File: src/sv/fdlcd_pkg.sv
// ----------------------------------------------------------------------------
// fdlcd_pkg
// shared types, symbol codes and segment table of the four digit lcd encoder
// ----------------------------------------------------------------------------
package fdlcd_pkg;

   localparam int unsigned NUM_POS = 4;
   localparam int unsigned NUM_COM = 4;
   localparam int unsigned WORD_W  = 8;
   localparam int unsigned NUM_SYM = 13;

   typedef enum logic [1:0] {
      OP_SET_DIGIT     = 2'd0,
      OP_SHOW_NUMBER   = 2'd1,
      OP_CLEAR         = 2'd2,
      OP_SET_CHARACTER = 2'd3
   } op_type;

   typedef logic [3:0]                sym_type;
   typedef logic [WORD_W-1:0]         word_type;
   typedef word_type [NUM_COM-1:0]    shadow_type;

   // one input transaction
   typedef struct packed {
      op_type      op;
      logic [1:0]  position;
      logic [15:0] value;
      logic        dot;
   } item_type;

   localparam sym_type SYM_BLANK = 4'd10;
   localparam sym_type SYM_DASH  = 4'd11;
   localparam sym_type SYM_POINT = 4'd12;

   localparam logic [15:0] SYM_LIMIT  = 16'd13;
   localparam logic [15:0] SHOW_LIMIT = 16'd9999;
   localparam logic [15:0] CHAR_ZERO  = 16'h0030;
   localparam logic [15:0] CHAR_NINE  = 16'h0039;
   localparam logic [15:0] CHAR_DASH  = 16'h002D;

   // 2-bit field per symbol and com step
   localparam logic [1:0] SEG_CODES [NUM_SYM][NUM_COM] = '{
      '{2'h1, 2'h3, 2'h2, 2'h3},
      '{2'h0, 2'h2, 2'h2, 2'h0},
      '{2'h1, 2'h1, 2'h3, 2'h2},
      '{2'h1, 2'h2, 2'h3, 2'h2},
      '{2'h0, 2'h2, 2'h3, 2'h1},
      '{2'h1, 2'h2, 2'h1, 2'h3},
      '{2'h1, 2'h3, 2'h1, 2'h3},
      '{2'h0, 2'h2, 2'h2, 2'h2},
      '{2'h1, 2'h3, 2'h3, 2'h3},
      '{2'h1, 2'h2, 2'h3, 2'h3},
      '{2'h0, 2'h0, 2'h0, 2'h0},
      '{2'h0, 2'h0, 2'h1, 2'h0},
      '{2'h2, 2'h0, 2'h0, 2'h0}
   };

   function automatic logic [1:0] seg_code(sym_type sym, logic [1:0] com);
      logic [1:0] code;
      code = 2'h0;
      if (sym < 4'(NUM_SYM)) begin
         code = SEG_CODES[sym][com];
      end
      return code;
   endfunction

endpackage

File: src/sv/fdlcd_update.sv
// ----------------------------------------------------------------------------
// fdlcd_update
// next shadow words from the current shadow and one transaction
// ----------------------------------------------------------------------------
module fdlcd_update (
   input  fdlcd_pkg::item_type   item,
   input  fdlcd_pkg::shadow_type shadow_cur,
   output fdlcd_pkg::shadow_type shadow_nxt
);

   logic [13:0] num;
   logic [3:0]  dig0, dig1, dig2, dig3;
   logic [9:0]  rem0;
   logic [6:0]  rem1;
   logic [3:0]  rem2;

   fdlcd_pkg::sym_type sym [fdlcd_pkg::NUM_POS];
   logic               wr  [fdlcd_pkg::NUM_POS];
   logic               pnt [fdlcd_pkg::NUM_POS];
   fdlcd_pkg::sym_type char_sym;

   assign num = item.value[13:0];

   // decimal digits by compare and subtract, one digit per level
   always_comb begin
      dig0 = 4'd0;
      rem0 = num[9:0];
      for (int k = 1; k <= 9; k++) begin
         if (num >= 14'(k * 1000)) begin
            dig0 = 4'(k);
            rem0 = 10'(num - 14'(k * 1000));
         end
      end
   end

   always_comb begin
      dig1 = 4'd0;
      rem1 = rem0[6:0];
      for (int k = 1; k <= 9; k++) begin
         if (rem0 >= 10'(k * 100)) begin
            dig1 = 4'(k);
            rem1 = 7'(rem0 - 10'(k * 100));
         end
      end
   end

   always_comb begin
      dig2 = 4'd0;
      rem2 = rem1[3:0];
      for (int k = 1; k <= 9; k++) begin
         if (rem1 >= 7'(k * 10)) begin
            dig2 = 4'(k);
            rem2 = 4'(rem1 - 7'(k * 10));
         end
      end
   end

   assign dig3 = rem2;

   always_comb begin
      if (item.value >= fdlcd_pkg::CHAR_ZERO && item.value <= fdlcd_pkg::CHAR_NINE) begin
         char_sym = item.value[3:0];
      end else if (item.value == fdlcd_pkg::CHAR_DASH) begin
         char_sym = fdlcd_pkg::SYM_DASH;
      end else begin
         char_sym = fdlcd_pkg::SYM_BLANK;
      end
   end

   // per position: write enable, symbol and decimal point
   always_comb begin
      for (int p = 0; p < fdlcd_pkg::NUM_POS; p++) begin
         wr[p]  = 1'b0;
         sym[p] = fdlcd_pkg::SYM_BLANK;
         pnt[p] = 1'b0;
      end
      unique case (item.op)
         fdlcd_pkg::OP_SET_DIGIT: begin
            wr[item.position]  = 1'b1;
            sym[item.position] = (item.value >= fdlcd_pkg::SYM_LIMIT) ?
                                 fdlcd_pkg::SYM_BLANK : item.value[3:0];
            pnt[item.position] = item.dot;
         end
         fdlcd_pkg::OP_SHOW_NUMBER: begin
            for (int p = 0; p < fdlcd_pkg::NUM_POS; p++) begin
               wr[p] = 1'b1;
            end
            if (item.value > fdlcd_pkg::SHOW_LIMIT) begin
               for (int p = 0; p < fdlcd_pkg::NUM_POS; p++) begin
                  sym[p] = fdlcd_pkg::SYM_DASH;
               end
            end else begin
               // leading zeros blank, last position always a digit
               sym[0] = (dig0 == 4'd0) ? fdlcd_pkg::SYM_BLANK : dig0;
               sym[1] = ((dig0 | dig1) == 4'd0) ? fdlcd_pkg::SYM_BLANK : dig1;
               sym[2] = ((dig0 | dig1 | dig2) == 4'd0) ? fdlcd_pkg::SYM_BLANK : dig2;
               sym[3] = dig3;
            end
         end
         fdlcd_pkg::OP_CLEAR: begin
            for (int p = 0; p < fdlcd_pkg::NUM_POS; p++) begin
               wr[p] = 1'b1;
            end
         end
         fdlcd_pkg::OP_SET_CHARACTER: begin
            wr[item.position]  = 1'b1;
            sym[item.position] = char_sym;
         end
         default: begin
            wr[0] = 1'b0;
         end
      endcase
   end

   always_comb begin
      for (int c = 0; c < fdlcd_pkg::NUM_COM; c++) begin
         for (int p = 0; p < fdlcd_pkg::NUM_POS; p++) begin
            if (wr[p]) begin
               shadow_nxt[c][2*p +: 2] = fdlcd_pkg::seg_code(sym[p], 2'(c)) |
                  (pnt[p] ? fdlcd_pkg::seg_code(fdlcd_pkg::SYM_POINT, 2'(c)) : 2'h0);
            end else begin
               shadow_nxt[c][2*p +: 2] = shadow_cur[c][2*p +: 2];
            end
         end
      end
   end

endmodule

File: src/sv/four_digit_segment_lcd_encoder_unit.sv
// ----------------------------------------------------------------------------
// four_digit_segment_lcd_encoder_unit
// shadow of a 4-digit, 4-com multiplexed segment lcd with pin waveform output
// ----------------------------------------------------------------------------
// Each request transaction is one operation on the display shadow (set digit,
// show number, clear, set character), and each one gives exactly one response
// transaction: the eight front-plane data pin waveforms of the shadow after
// the operation. The block takes one transaction per cycle while the output
// side is not stalled; a request is registered in the input stage, and its
// response in the shadow words. The rate is set by the shadow update, a
// single read-modify-write of the four shadow words per cycle; an input stage
// lets a new request in while a finished response still waits on the output
// side. Numbers above 9999 show four dashes, leading zeros of a number are
// blanked on the first three positions.
module four_digit_segment_lcd_encoder_unit (
   input  logic        clock,
   input  logic        reset,
   // request channel
   input  logic        req_tvalid,
   output logic        req_tready,
   input  logic [23:0] req_tdata,   // position[1:0], operand_value[17:2], dot[18], zero
   input  logic [1:0]  req_tuser,   // operation[1:0]
   // response channel
   output logic        rsp_tvalid,
   input  logic        rsp_tready,
   output logic [31:0] rsp_tdata    // pin0_wave[3:0] up to pin7_wave[31:28]
);

   // input stage
   fdlcd_pkg::item_type   item_ff, item_in;
   logic                  item_valid_ff, item_valid_in;
   // shadow words, which also serve as the response register
   fdlcd_pkg::shadow_type shadow_ff, shadow_in;
   fdlcd_pkg::shadow_type shadow_nxt;
   logic                  rsp_valid_ff, rsp_valid_in;

   logic req_fire;
   logic out_free;
   logic item_go;

   // output register is free when empty or drained this cycle
   assign out_free   = !rsp_valid_ff || rsp_tready;
   assign item_go    = item_valid_ff && out_free;
   assign req_tready = !item_valid_ff || out_free;
   assign req_fire   = req_tvalid && req_tready;

   // unpack the request transaction
   always_comb begin
      item_in = item_ff;
      if (req_fire) begin
         item_in.op       = fdlcd_pkg::op_type'(req_tuser);
         item_in.position = req_tdata[1:0];
         item_in.value    = req_tdata[17:2];
         item_in.dot      = req_tdata[18];
      end
   end

   always_comb begin
      if (req_fire) begin
         item_valid_in = 1'b1;
      end else if (item_go) begin
         item_valid_in = 1'b0;
      end else begin
         item_valid_in = item_valid_ff;
      end
   end

   fdlcd_update u_update (
      .item       (item_ff),
      .shadow_cur (shadow_ff),
      .shadow_nxt (shadow_nxt)
   );

   // the shadow only moves when the response register can take it, so the
   // shadow and the pending response are always the same words
   assign shadow_in = item_go ? shadow_nxt : shadow_ff;

   always_comb begin
      if (item_go) begin
         rsp_valid_in = 1'b1;
      end else if (rsp_tready) begin
         rsp_valid_in = 1'b0;
      end else begin
         rsp_valid_in = rsp_valid_ff;
      end
   end

   always_ff @(posedge clock) begin
      if (reset) begin
         item_valid_ff <= 1'b0;
         rsp_valid_ff  <= 1'b0;
         shadow_ff     <= '0;
      end else begin
         item_valid_ff <= item_valid_in;
         rsp_valid_ff  <= rsp_valid_in;
         shadow_ff     <= shadow_in;
      end
   end

   always_ff @(posedge clock) begin
      item_ff <= item_in;
   end

   // transpose: bit n of pin i is bit i of com word n
   always_comb begin
      for (int i = 0; i < fdlcd_pkg::WORD_W; i++) begin
         for (int n = 0; n < fdlcd_pkg::NUM_COM; n++) begin
            rsp_tdata[4*i + n] = shadow_ff[n][i];
         end
      end
   end

   assign rsp_tvalid = rsp_valid_ff;

endmodule

File: config.mk
export PLATFORM = sky130hd
export DESIGN_NAME = four_digit_segment_lcd_encoder_unit
export DESIGN_NICKNAME = d
export VERILOG_FILES = /design/src/sv/fdlcd_pkg.sv /design/src/sv/fdlcd_update.sv /design/src/sv/four_digit_segment_lcd_encoder_unit.sv
export SDC_FILE = /design/constraint.sdc
export NUM_CORES = 1
export LEC_CHECK = 0
export BUFFER_PORTS_ARGS = -buffer_cell sky130_fd_sc_hd__buf_2
export CORE_AREA = 2 2 131 146
export DETAILED_ROUTE_END_ITERATION = 6
export DIE_AREA = 0 0 133 148
export MAX_ROUTING_LAYER = met4
export SLEW_MARGIN = 20
export SYNTH_ARGS = -nofsm -noshare
export SYNTH_HDL_FRONTEND = slang
export SYNTH_SLANG_ARGS = --single-unit
File: constraint.sdc
create_clock -name clock -period 10.6 [get_ports clock]
set_clock_uncertainty 0.2 [all_clocks]
set_input_delay 0.53 -clock clock [delete_from_list [all_inputs] [get_ports clock]]
set_output_delay 0.53 -clock clock [all_outputs]
set_load 0.02 [all_outputs]
==> metrics.txt <==
first-pass GRT wire length approximately 35000 um; Die W 133 um; crit path kind register to register; CTS tree yes; crit start category register; Critical Path RT 10.60 ns; Maximum Capacitance Violations 0; Slowest cell on crit path a311oi_1; first-pass iteration count of the detailed router 6; Post-synth EDFFs 21; Post-route DRC 0; I/O pin count 64; HPWL after DPL 16200 um; pwr dens 135 nW/um^2; Clock Tree Root clkbuf_16; GR Util All Layers between 20 and 25%; top cells by area in the synthesized netlist ha_1 11%, dfxtp_1 9.7%, edfxtp_1 9.0%; post-synthesis sequential area ratio 18.7%; CTS Buf Count 5; final worst path period share between 80% and 90%; die height roughly 150 um; final-stage net count a little over 1000; Primary FF master, synth dfxtp_1; Post-Synthesis Cells between 900 and 1000; Synth Register Bits 55; post-route minimum period 9.33 ns; CP most frequent cell ha_1; Pleak 2.92 nW; worst-path fanout max 11; DRT antenna net count 0; Max clock buf depth 2; GR Overflow Total 0; worst skew pair latency 0.30 ns; initial antenna violation count 0; Final TNS setup 0 ns; ys async rst share 0%; final core utilization 41.7%; Final Hold Vio Count 0; Max stage delay on crit path around 0.7 ns; Hold WC Path Type input port to register; clock sinks 55; diode count 0; # port buffers 58; via count 7265; Post-CTS Setup Repair Bufs 0; Layout Area Growth over Synthesis 7.60%; synth cell count leaders 98 x nand2_1, 75 x a21oi_1, 74 x o21ai_0, 60 x ha_1, 57 x nor2_1; yosys warns 0; initial drt markers 679; Avg WL per Cell 18.5 um; Post-CTS Resized 0; fmax 107 MHz; CORE AREA 18200 sq um; Via density 6.15; synth unique cells 102; final wirelength roughly 22000 um; fin. max-slew vios 0; Slew headroom between 30 and 40%; # rows 52; Final setup viols 0; Worst-Margin Slew 1.04 ns; Die Area 19700 sq um; number of global-route vias before repair 6900; crit path capture type register; largest net degree at the start of global routing 24; layout cell share with drive strength beyond 1 14.4%; Mapped Area about 7000 sq um; Starting Density about two fifths; gpl congestion 0.948; Reg clk slew, reported paths 0.07 ns; top cell type's share of synthesized area a little over a tenth; status completed; crit path DAT a little over 9 ns; CTS Hold Buffers Added 0; Synth area leader ha_1; top-count cell post-synth nand2_1; Post-Syn Area per Cell approximately 7.7 sq um; VDD IR-drop max 0.000111 V; htree depth 2; unrepaired setup endpoints after global routing false; syn_nets slightly above 1000
## power by group
group | internal [mW] | switching [mW]
clock | 0.103 | 0.0732
sequential | 0.234 | 0.0192
combinational | 0.209 | 0.384
total | 0.546 | 0.477
## metal layers
layer | global-route usage (%) | wire (um)
met2 | 36.9 | 10300
met4 | 8.12 | 570
met1 | 28.9 | 9630
met3 | 1.65 | 1340
met5 | - | 0
## cells in the final DEF (no fill, tap or decap), types with 11 or more instances in the layout
master	count
a21oi_1	75
a31oi_1	13
and2_1	13
and3_1	12
buf_2	58
dfxtp_1	34
edfxtp_1	21
ha_1	60
inv_1	40
mux2i_1	12
nand2_1	98
nand3_1	41
nor2_1	57
nor2b_1	13
nor3_1	22
o211ai_1	16
o21a_1	11
o21ai_0	74
o31ai_1	16
or3_1	14
xnor2_1	17
## through the flow
stage	instances	hold slack, ns	worst slack [ns]	total power [mW]	cell area [sq um]
after floorplan	918	0.278	3.24	0.715	7030
after global placement	1173	0.238	1.55	0.837	7400
after detailed placement	1173	0.242	1.54	0.835	7400
after CTS	1181	0.202	1.45	1.02	7560
after global routing	1181	0.200	0.615	1.09	7560
final	1181	0.209	1.27	1.02	7560
## sequential cells by signal, summed over array words and instances, names as in the netlist
register and flops:
rsp_tdata 32, item_valid_ff 1, item_ff 21, rsp_tvalid 1
## cells by family (layout without fill, tap and decap cells)
| logic type | count (synthesis) | count (layout) | synth area share (%) |
|---|---|---|---|
| XOR/XNOR | 20 | 20 | 2.87 |
| AND/OR/NAND/NOR | 325 | 325 | 23.5 |
| buffers and inverters | 98 | 118 | 6.39 |
| flip-flops | 55 | 55 | 18.7 |
| adder cells (fa/ha/maj) | 61 | 61 | 10.8 |
| multiplexers | 16 | 16 | 2.46 |
| AO/OA/AOI/OAI | 343 | 343 | 35.3 |
## area by class of cell
type	count	area [sq um]
Multi-Input combinational cell	765	5270
Inverter	45	174
Clock buffer	7	154
Tap cell	243	304
Sequential cell	55	1310
Timing Repair Buffer	65	343
Clock inverter	1	8.76
Fill cell	1864	10600
## worst paths after layout
path                              from                          to  slack [ns]  cells past startpoint
min                       req_tuser[1]       item_ff[20]$_DFFE_PP_        0.21                      1
min reg2reg  rsp_tdata[6]$_SDFFE_PP0P_   rsp_tdata[6]$_SDFFE_PP0P_        0.25                      2
max reg2reg       item_ff[6]$_DFFE_PP_  rsp_tdata[22]$_SDFFE_PP0P_        1.27                     29
max               item_ff[6]$_DFFE_PP_  rsp_tdata[22]$_SDFFE_PP0P_        1.27                     29
## worst max-delay path: cells and delay by family (launching register included)
family | cells | cell delay [ns]
XOR/XNOR | 1 | 0.24
AO/OA/AOI/OAI | 16 | 4.57
flip-flops | 1 | 0.61
adder cells (fa/ha/maj) | 4 | 1.31
AND/OR/NAND/NOR | 4 | 1.30
buffers and inverters | 4 | 0.99
No activity file was read; power rests on OpenSTA's default activity.
